File: src/sv/tpr_pkg.sv
// ----------------------------------------------------------------------------
// tpr_pkg
// Shared types and constants of the transport-message reassembler: word
// layouts of both channels, store sizing and the request bundle of the store.
// ----------------------------------------------------------------------------
package tpr_pkg;

  // Store sizing
  localparam int MAX_PACKETS      = 32;
  localparam int BYTES_PER_PACKET = 7;
  localparam int ADDR_W           = (MAX_PACKETS > 1) ? $clog2(MAX_PACKETS) : 1;
  localparam int CNT_W            = $clog2(MAX_PACKETS + 1);

  // Field widths
  localparam int CHUNK_W     = 56;
  localparam int CHUNK_IDX_W = 6;
  localparam int SIZE_W      = 11;
  localparam int PGN_W       = 18;
  localparam int BYTES_W     = 3;

  // Item kinds
  localparam logic KIND_ANNOUNCE = 1'b0;
  localparam logic KIND_DATA     = 1'b1;

  typedef struct packed {
    logic               kind;
    logic [7:0]         source_address;
    logic [7:0]         seq_num;
    logic [CHUNK_W-1:0] payload;
    logic [7:0]         packet_count;
    logic [SIZE_W-1:0]  message_size;
    logic [PGN_W-1:0]   message_pgn;
    logic               is_rts;
  } tpr_in_t;

  typedef struct packed {
    logic [CHUNK_W-1:0]     chunk;
    logic [BYTES_W-1:0]     chunk_bytes;
    logic [CHUNK_IDX_W-1:0] chunk_index;
    logic                   last;
    logic [PGN_W-1:0]       out_pgn;
    logic [7:0]             sender;
    logic                   send_end_ack;
    logic                   announce_refused;
  } tpr_out_t;

  // Access request from the sequencer to the chunk store
  typedef struct packed {
    logic              wr_en;
    logic [ADDR_W-1:0] wr_addr;
    logic              rd_en;
    logic [ADDR_W-1:0] rd_addr;
    logic              clear;
  } tpr_store_req_t;

endpackage

File: src/sv/tpr_if.sv
// ----------------------------------------------------------------------------
// tpr_in_if / tpr_out_if
// Valid/ready channels of the reassembler; a word moves when valid and ready
// are both high at a rising clock edge.
// ----------------------------------------------------------------------------
interface tpr_in_if;
  import tpr_pkg::*;

  logic    valid;
  logic    ready;
  tpr_in_t data;

  modport source (output valid, output data, input ready);
  modport sink   (input valid, input data, output ready);
endinterface

interface tpr_out_if;
  import tpr_pkg::*;

  logic     valid;
  logic     ready;
  tpr_out_t data;

  modport source (output valid, output data, input ready);
  modport sink   (input valid, input data, output ready);
endinterface

File: src/sv/tpr_store.sv
// ----------------------------------------------------------------------------
// tpr_store
// Chunk store: one write port, one read port with registered read data, and
// a valid bit per slot so that an unwritten or cleared slot reads as zero.
// ----------------------------------------------------------------------------
module tpr_store (
  input  logic                           clk,
  input  logic                           rst_n,
  input  tpr_pkg::tpr_store_req_t        req,
  input  logic [tpr_pkg::CHUNK_W-1:0]    wr_data,
  output logic [tpr_pkg::CHUNK_W-1:0]    rd_data
);
  import tpr_pkg::*;

  logic [CHUNK_W-1:0]     mem [MAX_PACKETS];
  logic [MAX_PACKETS-1:0] slot_valid_r;
  logic [MAX_PACKETS-1:0] slot_valid_nxt;
  logic [CHUNK_W-1:0]     rd_word_r;
  logic                   rd_hit_r;

  // Write port
  always_ff @(posedge clk) begin
    if (req.wr_en) begin
      mem[req.wr_addr] <= wr_data;
    end
  end

  // Read port with registered read data
  always_ff @(posedge clk) begin
    if (req.rd_en) begin
      rd_word_r <= mem[req.rd_addr];
    end
  end

  // Track written slots; drop them all on clear
  always_comb begin
    slot_valid_nxt = slot_valid_r;
    if (req.clear) begin
      slot_valid_nxt = '0;
    end else if (req.wr_en) begin
      slot_valid_nxt[req.wr_addr] = 1'b1;
    end
  end

  always_ff @(posedge clk) begin
    if (!rst_n) begin
      slot_valid_r <= '0;
      rd_hit_r     <= 1'b0;
    end else begin
      slot_valid_r <= slot_valid_nxt;
      if (req.rd_en) begin
        rd_hit_r <= slot_valid_r[req.rd_addr];
      end
    end
  end

  // Mask slots never written since the last clear
  assign rd_data = rd_hit_r ? rd_word_r : '0;

  a_no_write_on_clear: assert property (@(posedge clk) disable iff (!rst_n)
    !(req.wr_en && req.clear))
    else $error("store written in the cycle it is cleared");

  a_clear_empties: assert property (@(posedge clk) disable iff (!rst_n)
    req.clear |=> slot_valid_r == '0)
    else $error("slot valid bits left set after clear");

  a_write_marks: assert property (@(posedge clk) disable iff (!rst_n)
    req.wr_en |=> slot_valid_r[$past(req.wr_addr)])
    else $error("written slot not marked valid");

endmodule

File: src/sv/tp_packet_reassembler.sv
// ----------------------------------------------------------------------------
// tp_packet_reassembler
// Receive side of a multi-packet transport session: collects data packets in
// a chunk store and streams the message out as 7-byte chunks on completion.
// ----------------------------------------------------------------------------
// Usage:
//   in_ch carries announce and data words; out_ch carries result words.
//   in_ch.ready is high whenever no completion burst or refusal is pending.
//   An announce that is not refused, or a data word that does not complete the
//   message, leaves the block idle; it is ready again in the next cycle.
//   A refused announce (count above the store depth) gives one result word,
//   loaded into the output register in the cycle after acceptance, or later
//   while the output register still holds an untaken word.
//   A completing data word starts a burst: the sequencer enters the dump state,
//   issues store reads and loads the read data into the output register when it
//   is free, one chunk per cycle while out_ch.ready is high, paced by the single
//   read port of the store. A completion keeps in_ch.ready low until the final
//   chunk is loaded into the output register.
//   A stalled receiver holds the output register; the store read pipeline
//   stops with it and no chunk is lost or repeated.
//   Reset clears the session and the per-slot valid bits at once, so the
//   store needs no clearing pass; unwritten slots read as zero.
// ----------------------------------------------------------------------------
module tp_packet_reassembler (
  input  logic     clk,
  input  logic     rst_n,
  tpr_in_if.sink   in_ch,
  tpr_out_if.source out_ch
);
  import tpr_pkg::*;

  localparam logic [1:0] ST_IDLE   = 2'd0;
  localparam logic [1:0] ST_REFUSE = 2'd1;
  localparam logic [1:0] ST_DUMP   = 2'd2;

  localparam logic [7:0] SEQ_MAX = 8'(MAX_PACKETS);

  logic [1:0]         state_r,     state_nxt;
  logic [CNT_W-1:0]   exp_cnt_r,   exp_cnt_nxt;
  logic [SIZE_W-1:0]  exp_size_r,  exp_size_nxt;
  logic [PGN_W-1:0]   pgn_r,       pgn_nxt;
  logic               rts_r,       rts_nxt;
  logic [7:0]         sender_r,    sender_nxt;
  logic [CNT_W-1:0]   rd_cnt_r,    rd_cnt_nxt;
  logic               pend_r,      pend_nxt;
  logic [ADDR_W-1:0]  pend_idx_r,  pend_idx_nxt;
  tpr_out_t           out_r,       out_nxt;
  logic               out_valid_r, out_valid_nxt;

  tpr_store_req_t     store_req;
  logic [CHUNK_W-1:0] store_rd_data;

  logic               in_fire;
  logic               is_data;
  logic               seq_ok;
  logic               refuse;
  logic               complete;
  logic               out_free;
  logic               load;
  logic               issue;
  logic               last_load;
  logic [SIZE_W-1:0]  chunk_start;
  logic [SIZE_W-1:0]  chunk_remain;
  logic [BYTES_W-1:0] chunk_bytes;

  // Decode the incoming word
  assign in_fire  = in_ch.valid && in_ch.ready;
  assign is_data  = (in_ch.data.kind == KIND_DATA);
  assign seq_ok   = (in_ch.data.seq_num != 8'd0) &&
                    (in_ch.data.seq_num <= SEQ_MAX);
  assign refuse   = !is_data && (in_ch.data.packet_count > SEQ_MAX);
  assign complete = is_data && seq_ok && (exp_cnt_r != '0) &&
                    (in_ch.data.seq_num == 8'(exp_cnt_r));

  // Burst read pipeline: issue a read only when its data has a place to go
  assign out_free  = !out_valid_r || out_ch.ready;
  assign load      = pend_r && out_free;
  assign issue     = (state_r == ST_DUMP) && (rd_cnt_r < exp_cnt_r) && (!pend_r || load);
  assign last_load = load &&
                     ((CNT_W'(pend_idx_r) + CNT_W'(1)) == exp_cnt_r);

  // Store access
  always_comb begin
    store_req         = '0;
    store_req.wr_en   = in_fire && is_data && seq_ok;
    store_req.wr_addr = ADDR_W'(in_ch.data.seq_num - 8'd1);
    store_req.rd_en   = issue;
    store_req.rd_addr = ADDR_W'(rd_cnt_r);
    store_req.clear   = last_load;
  end

  tpr_store u_store (
    .clk     (clk),
    .rst_n   (rst_n),
    .req     (store_req),
    .wr_data (in_ch.data.payload),
    .rd_data (store_rd_data)
  );

  // Count the bytes of the pending chunk that lie within the message
  always_comb begin
    chunk_start  = SIZE_W'(pend_idx_r) * SIZE_W'(BYTES_PER_PACKET);
    chunk_remain = exp_size_r - chunk_start;
    if (exp_size_r <= chunk_start) begin
      chunk_bytes = '0;
    end else if (chunk_remain > SIZE_W'(BYTES_PER_PACKET)) begin
      chunk_bytes = BYTES_W'(BYTES_PER_PACKET);
    end else begin
      chunk_bytes = chunk_remain[BYTES_W-1:0];
    end
  end

  // Sequencer
  always_comb begin
    state_nxt     = state_r;
    exp_cnt_nxt   = exp_cnt_r;
    exp_size_nxt  = exp_size_r;
    pgn_nxt       = pgn_r;
    rts_nxt       = rts_r;
    sender_nxt    = sender_r;
    rd_cnt_nxt    = rd_cnt_r;
    pend_nxt      = pend_r;
    pend_idx_nxt  = pend_idx_r;
    out_nxt       = out_r;
    out_valid_nxt = out_valid_r;

    // Retire the word taken by the receiver
    if (out_ch.ready) begin
      out_valid_nxt = 1'b0;
    end

    unique case (state_r)
      ST_IDLE: begin
        if (in_fire) begin
          if (!is_data) begin
            if (refuse) begin
              state_nxt = ST_REFUSE;
            end else begin
              exp_cnt_nxt  = CNT_W'(in_ch.data.packet_count);
              exp_size_nxt = in_ch.data.message_size;
              pgn_nxt      = in_ch.data.message_pgn;
              rts_nxt      = in_ch.data.is_rts;
            end
          end else if (complete) begin
            state_nxt  = ST_DUMP;
            sender_nxt = in_ch.data.source_address;
            rd_cnt_nxt = '0;
            pend_nxt   = 1'b0;
          end
        end
      end
      ST_REFUSE: begin
        if (out_free) begin
          out_nxt                  = '0;
          out_nxt.announce_refused = 1'b1;
          out_valid_nxt            = 1'b1;
          state_nxt                = ST_IDLE;
        end
      end
      ST_DUMP: begin
        if (issue) begin
          rd_cnt_nxt   = CNT_W'(rd_cnt_r + CNT_W'(1));
          pend_idx_nxt = ADDR_W'(rd_cnt_r);
        end
        if (load) begin
          out_nxt.chunk            = store_rd_data;
          out_nxt.chunk_bytes      = chunk_bytes;
          out_nxt.chunk_index      = CHUNK_IDX_W'(pend_idx_r);
          out_nxt.last             = last_load;
          out_nxt.out_pgn          = pgn_r;
          out_nxt.sender           = sender_r;
          out_nxt.send_end_ack     = rts_r;
          out_nxt.announce_refused = 1'b0;
          out_valid_nxt            = 1'b1;
        end
        if (issue) begin
          pend_nxt = 1'b1;
        end else if (load) begin
          pend_nxt = 1'b0;
        end
        // Drop the session once the final chunk is loaded into the output register
        if (last_load) begin
          state_nxt    = ST_IDLE;
          exp_cnt_nxt  = '0;
          exp_size_nxt = '0;
          pgn_nxt      = '0;
          rts_nxt      = 1'b0;
        end
      end
      default: begin
        state_nxt = ST_IDLE;
      end
    endcase
  end

  always_ff @(posedge clk) begin
    if (!rst_n) begin
      state_r     <= ST_IDLE;
      exp_cnt_r   <= '0;
      exp_size_r  <= '0;
      pgn_r       <= '0;
      rts_r       <= 1'b0;
      rd_cnt_r    <= '0;
      pend_r      <= 1'b0;
      out_valid_r <= 1'b0;
    end else begin
      state_r     <= state_nxt;
      exp_cnt_r   <= exp_cnt_nxt;
      exp_size_r  <= exp_size_nxt;
      pgn_r       <= pgn_nxt;
      rts_r       <= rts_nxt;
      rd_cnt_r    <= rd_cnt_nxt;
      pend_r      <= pend_nxt;
      out_valid_r <= out_valid_nxt;
    end
  end

  // Payload registers
  always_ff @(posedge clk) begin
    sender_r   <= sender_nxt;
    pend_idx_r <= pend_idx_nxt;
    out_r      <= out_nxt;
  end

  assign in_ch.ready  = (state_r == ST_IDLE);
  assign out_ch.valid = out_valid_r;
  assign out_ch.data  = out_r;

  a_refusal_clean: assert property (@(posedge clk) disable iff (!rst_n)
    out_ch.valid && out_ch.data.announce_refused |->
      out_ch.data.chunk == '0 && out_ch.data.chunk_index == '0 && !out_ch.data.last)
    else $error("refusal word carries chunk data");

  a_session_dropped: assert property (@(posedge clk) disable iff (!rst_n)
    last_load |=> exp_cnt_r == '0 && state_r == ST_IDLE && !pend_r)
    else $error("session not dropped after final chunk");

  a_pend_in_dump: assert property (@(posedge clk) disable iff (!rst_n)
    pend_r |-> state_r == ST_DUMP)
    else $error("store read pending outside a burst");

  a_last_within_count: assert property (@(posedge clk) disable iff (!rst_n)
    load |-> CNT_W'(pend_idx_r) < exp_cnt_r && rd_cnt_r <= exp_cnt_r)
    else $error("chunk index beyond announced count");

endmodule
File: src/flat_wrapper.sv
// flat-port wrapper written by rule: the top's interface ports become plain ports
module tp_packet_reassembler_flat import tpr_pkg::*;
  (clk, rst_n, in_ch_valid, in_ch_data, in_ch_ready, out_ch_valid, out_ch_data, out_ch_ready);
  tpr_in_if in_ch_i ();
  tpr_out_if out_ch_i ();
  input  logic clk;
  input  logic rst_n;
  input wire logic [$bits(in_ch_i.valid)-1:0] in_ch_valid;
  input wire logic [$bits(in_ch_i.data)-1:0] in_ch_data;
  output wire logic [$bits(in_ch_i.ready)-1:0] in_ch_ready;
  output wire logic [$bits(out_ch_i.valid)-1:0] out_ch_valid;
  output wire logic [$bits(out_ch_i.data)-1:0] out_ch_data;
  input wire logic [$bits(out_ch_i.ready)-1:0] out_ch_ready;
  assign in_ch_i.valid = in_ch_valid;
  assign in_ch_i.data = in_ch_data;
  assign in_ch_ready = in_ch_i.ready;
  assign out_ch_valid = out_ch_i.valid;
  assign out_ch_data = out_ch_i.data;
  assign out_ch_i.ready = out_ch_ready;
  tp_packet_reassembler u_core (.clk(clk), .rst_n(rst_n), .in_ch(in_ch_i), .out_ch(out_ch_i));
endmodule
File: config.mk
export PLATFORM = sky130hd
export DESIGN_NAME = tp_packet_reassembler_flat
export DESIGN_NICKNAME = d
export VERILOG_FILES = /design/src/sv/tpr_pkg.sv /design/src/sv/tpr_if.sv /design/src/sv/tpr_store.sv /design/src/sv/tp_packet_reassembler.sv /design/src/flat_wrapper.sv
export SDC_FILE = /design/constraint.sdc
export NUM_CORES = 2
export LEC_CHECK = 0
export BUFFER_PORTS_ARGS = -buffer_cell sky130_fd_sc_hd__buf_2
export CAP_MARGIN = 20
export CELL_PAD_IN_SITES_DETAIL_PLACEMENT = 0
export CELL_PAD_IN_SITES_GLOBAL_PLACEMENT = 2
export CORE_ASPECT_RATIO = 0.7
export CORE_UTILIZATION = 50
export DETAILED_ROUTE_END_ITERATION = 6
export HOLD_SLACK_MARGIN = 0.08
export PLACE_DENSITY = 0.77
export REMOVE_ABC_BUFFERS = 1
export SLEW_MARGIN = 20
export SYNTH_ARGS = -nofsm -noshare
export SYNTH_HDL_FRONTEND = slang
export SYNTH_SLANG_ARGS = --single-unit
File: constraint.sdc
create_clock -name clk -period 6.5 [get_ports clk]
set_input_delay 1.3 -clock clk [delete_from_list [all_inputs] [get_ports clk]]
set_output_delay 1.3 -clock clk [all_outputs]
set_load 0.01 [all_outputs]
==> results.py <==
metrics = {
    "run": {
        "maxCapViolCount": 0,
    },
    "grt": {
        "top_usage_layer": "met2",
        "grt_max_degree": 124,
        "met1_usage_pct": 36.3,
        "grt_util_all_layers_pct": 23.9,
        "grt_overflow": 0,
        "grt_pass1_vias": 36800,
        "use_met2_pct": 36.5,
        "grt_use_met3_pct": 3.73,
        "grt_pass1_wl_microns": 267000,
        "antenna_found_initial": 13,
    },
    "placed_design": {
        "gp_congestion": 0.825,
        "port_buffers": 209,
        "dpl-instance-area_sq_um": 81700,
        "hpwl_microns": 103000,
    },
    "cells_and_area": {
        "nFillCells": 10900,
        "fin_area_sq_um": 87700,
        "syn_to_final_growth_pct": 12.9,
        "final_core_util_pct": 57.1,
        "drive_gt1_share_pct": 32.5,
        "fin_nets": 3774,
        "final_cell_mix": "1954 x edfxtp_1, 569 x mux4_2, 209 x buf_2",
        "final_common_cell": "edfxtp_1",
    },
    "setup_path": {
        "critical_path.top_delay_family": "adder cells",
        "cp-end-kind": "flop",
        "max_stage_delay_ps": 620,
        "arrival_ps": 5160,
        "regToRegSetupSlack_ps": 1860,
        "crit_type": "flop to flop",
        "cp_max_fo": 11,
        "reg2reg_depth": 14,
        "r2r_start": "u_core.pend_idx_r[2]$_DFFE_PP_",
        "slowest_stage": "or4b_2",
        "start_kind": "flop",
        "rr_endpoint": "u_core.out_ch.data[35]$_SDFFCE_PP0P_",
        "worstPathRequired_ps": 7020,
        "critPathBufInv": 0,
        "path_cells": "fa_1, ha_1, fa_1, a21oi_1, nor2_1, nor2_1, xor2_1, ha_1, and4_1, o21ai_0, and2_1, or4b_2, a31oi_1, a211oi_1",
    },
    "drt": {
        "ant_nets": 0,
        "wl_per_cell_microns": 31.6,
        "drt_iter0_drc": 4262,
        "vias": 36400,
        "wl_microns": 185000,
        "via_per_inst": 6.20,
        "post-route-drc-count": 0,
        "dr.pass1.iters": 5,
    },
    "min_path": {
        "worstHoldPathCells": 2,
        "hold_path.class": "flop to flop",
        "hp-start": "u_core.pgn_r[6]$_SDFFE_PN0P_",
        "hold_end": "u_core.pgn_r[6]$_SDFFE_PN0P_",
    },
    "floorplan": {
        "fp.dieH_microns": 332,
        "coreArea_sq_um": 154000,
        "die_width_microns": 473,
        "rows": 120,
        "initial_core_util_pct": 50.6,
        "die_area_sq_um": 157000,
        "ios": 211,
    },
    "synthesis": {
        "synth_top_area_share_pct": 75.6,
        "synth_top_area_cell": "edfxtp_1",
        "ys_ff_latch": 2033,
        "synthDistinctLibCells": 65,
        "yosys_warnings": 0,
        "synth_edf_count": 1954,
        "synthArstFlopShare_pct": 0,
        "netlist_area_sq_um": 77700,
        "postSynthAreaPerCell_sq_um": 23.3,
        "synthTopCellsByArea": "edfxtp_1 76%, mux4_2 17%, dfxtp_1 2.0%",
        "postSynthCellCount": 3339,
        "ys_seq_area_share_pct": 77.6,
        "synthFlopType": "edfxtp_1",
    },
    "clock_tree": {
        "clkSlewWorstSetupHoldPaths_ps": 60,
        "cts_tree": "yes",
        "numCtsBuffers": 185,
        "cts_root_buffer": "clkbuf_16",
        "cts_resized": 0,
        "h-tree-depth": 4,
        "clock-sinks": 2033,
        "clock_latency_ps": 820,
        "holdBufCountCts": 0,
        "postCtsSetupRepairBufs": 0,
        "clockBufferDepth": 3,
    },
    "timing": {
        "setup_viol": 0,
        "whs_ps": 449,
        "drv_slew": 0,
        "finalCritPeriodShare_pct": 71.5,
        "fin_crit_ps": 4640,
        "finClkSkew_ps": 26.2,
        "tightestPinTransition_ps": 1130,
        "fmax_mhz": 215,
        "final_hold_viol_count": 0,
        "max_slew_margin_pct": 24.8,
        "rsz0062_at_grt": "false",
    },
    "pwr": {
        "leakage_uw": 0.0268,
        "power.density_nw_per_um2": 292,
        "vdd_drop_max_mv": 0.295,
    },
    "outcome": {
        "run_status": "finished, final reports clean",
    },
}
[synth_stat cells, drive strengths merged, types with 2 or more instances]
master,n
o21ai,8
mux2,56
nand3,42
nor4bb,2
nand2b,3
nor3,3
or4,3
a21oi,55
nor4,3
a211oi,4
and4,3
mux4,569
buf,66
nor2,50
nor4b,2
xnor2,9
o21bai,2
o211a,3
nor2b,4
xor2,8
nand3b,6
edfxtp,1954
clkbuf,116
and3,61
o2111ai,2
o22ai,3
nor3b,2
a31oi,5
or3,3
nand4,5
nand2,49
or4b,2
and2,33
o221ai,2
inv,22
o21a,35
mux2i,5
dfxtp,79
a21o,5
fa,6
or3b,3
a2111oi,5
ha,27
[cell families after synthesis]
kind of cell             after synthesis  share of synthesized area (%)
flip-flops                          2033                           77.6
multiplexers                         630                           17.4
AND/OR/NAND/NOR                      281                           1.94
buffers and inverters                204                           1.10
AO/OA/AOI/OAI                        140                           1.20
adder cells (fa/ha/maj)               33                          0.590
XOR/XNOR                              17                          0.192
other                                  1                        0.00483
[cell type report]
| cell class | count | area [sq um] | area share, % |
|---|---|---|---|
| Multi-Input combinational cell | 1102 | 16800 | 19.2 |
| Clock inverter | 110 | 972 | 1.11 |
| Antenna cell | 6 | 15.0 | 0.0171 |
| Inverter | 22 | 82.6 | 0.0942 |
| Sequential cell | 2033 | 60300 | 68.8 |
| Clock buffer | 231 | 4990 | 5.70 |
| Timing Repair Buffer | 282 | 1900 | 2.17 |
| Tap cell | 2074 | 2590 | 2.96 |
[tightest hold or removal path, stage by stage (launching register included)]
cell     delay, ps
dfxtp_1        300
nand2_1         50
a21oi_1         50
[metal layers]
layer,wire length (microns),share of wire (%)
met2,87400,47
met5,0,0
met4,3670,2.0
met3,13800,7.4
met1,80200,43
[state kept, by name, summed over array words and instances (netlist names), 2 cells and up]
register                     count
u_core.u_store.mem            1792
u_core.out_ch.data              93
u_core.u_store.rd_word_r        56
u_core.u_store.slot_valid_r     32
u_core.pgn_r                    18
u_core.exp_size_r               11
u_core.sender_r                  8
u_core.exp_cnt_r                 6
u_core.rd_cnt_r                  6
u_core.pend_idx_r                5
u_core.state_r                   2
[worst max-delay path by stage]
| stage | startpoint | endpoint | slack [ps] | depth (start not counted) |
|---|---|---|---|---|
| floorplan | u_core.rd_cnt_r[0]$_SDFFE_PN0P_ | u_core.pend_idx_r[0]$_DFFE_PP_ | -14540 | 0 |
| global placement | in_ch_data[96] | u_core.u_store.mem[19][24]$_DFFE_PP_ | 1690 | 7 |
| detailed placement | in_ch_data[96] | u_core.u_store.mem[19][49]$_DFFE_PP_ | 1680 | 7 |
| CTS | u_core.pend_idx_r[2]$_DFFE_PP_ | u_core.out_ch.data[35]$_SDFFCE_PP0P_ | 1930 | 14 |
| global route | u_core.pend_idx_r[2]$_DFFE_PP_ | u_core.out_ch.data[35]$_SDFFCE_PP0P_ | 1650 | 14 |
| finish | u_core.pend_idx_r[2]$_DFFE_PP_ | u_core.out_ch.data[35]$_SDFFCE_PP0P_ | 1860 | 14 |
[where the power goes]
| part | internal (uW) | switching [uW] | leakage, uW | total (uW) |
|---|---|---|---|---|
| clock | 6080 | 4730 | 0.00292 | 10800 |
| combinational | 74.0 | 319 | 0.00562 | 393 |
| sequential | 14400 | 19.2 | 0.0182 | 14400 |
| total | 20500 | 5070 | 0.0268 | 25600 |
[stage by stage]
step	total power, uW	cells	setup slack [ps]	TNS, ps
after global placement	15100	5513	1690	0
final	25600	5860	1860	0
after floorplan	14800	3157	-14540	-1710990
after detailed placement	15100	5513	1680	0
after CTS	25800	5854	1930	0
after global routing	26300	5856	1650	0
Power figures use the tool's default switching activity.
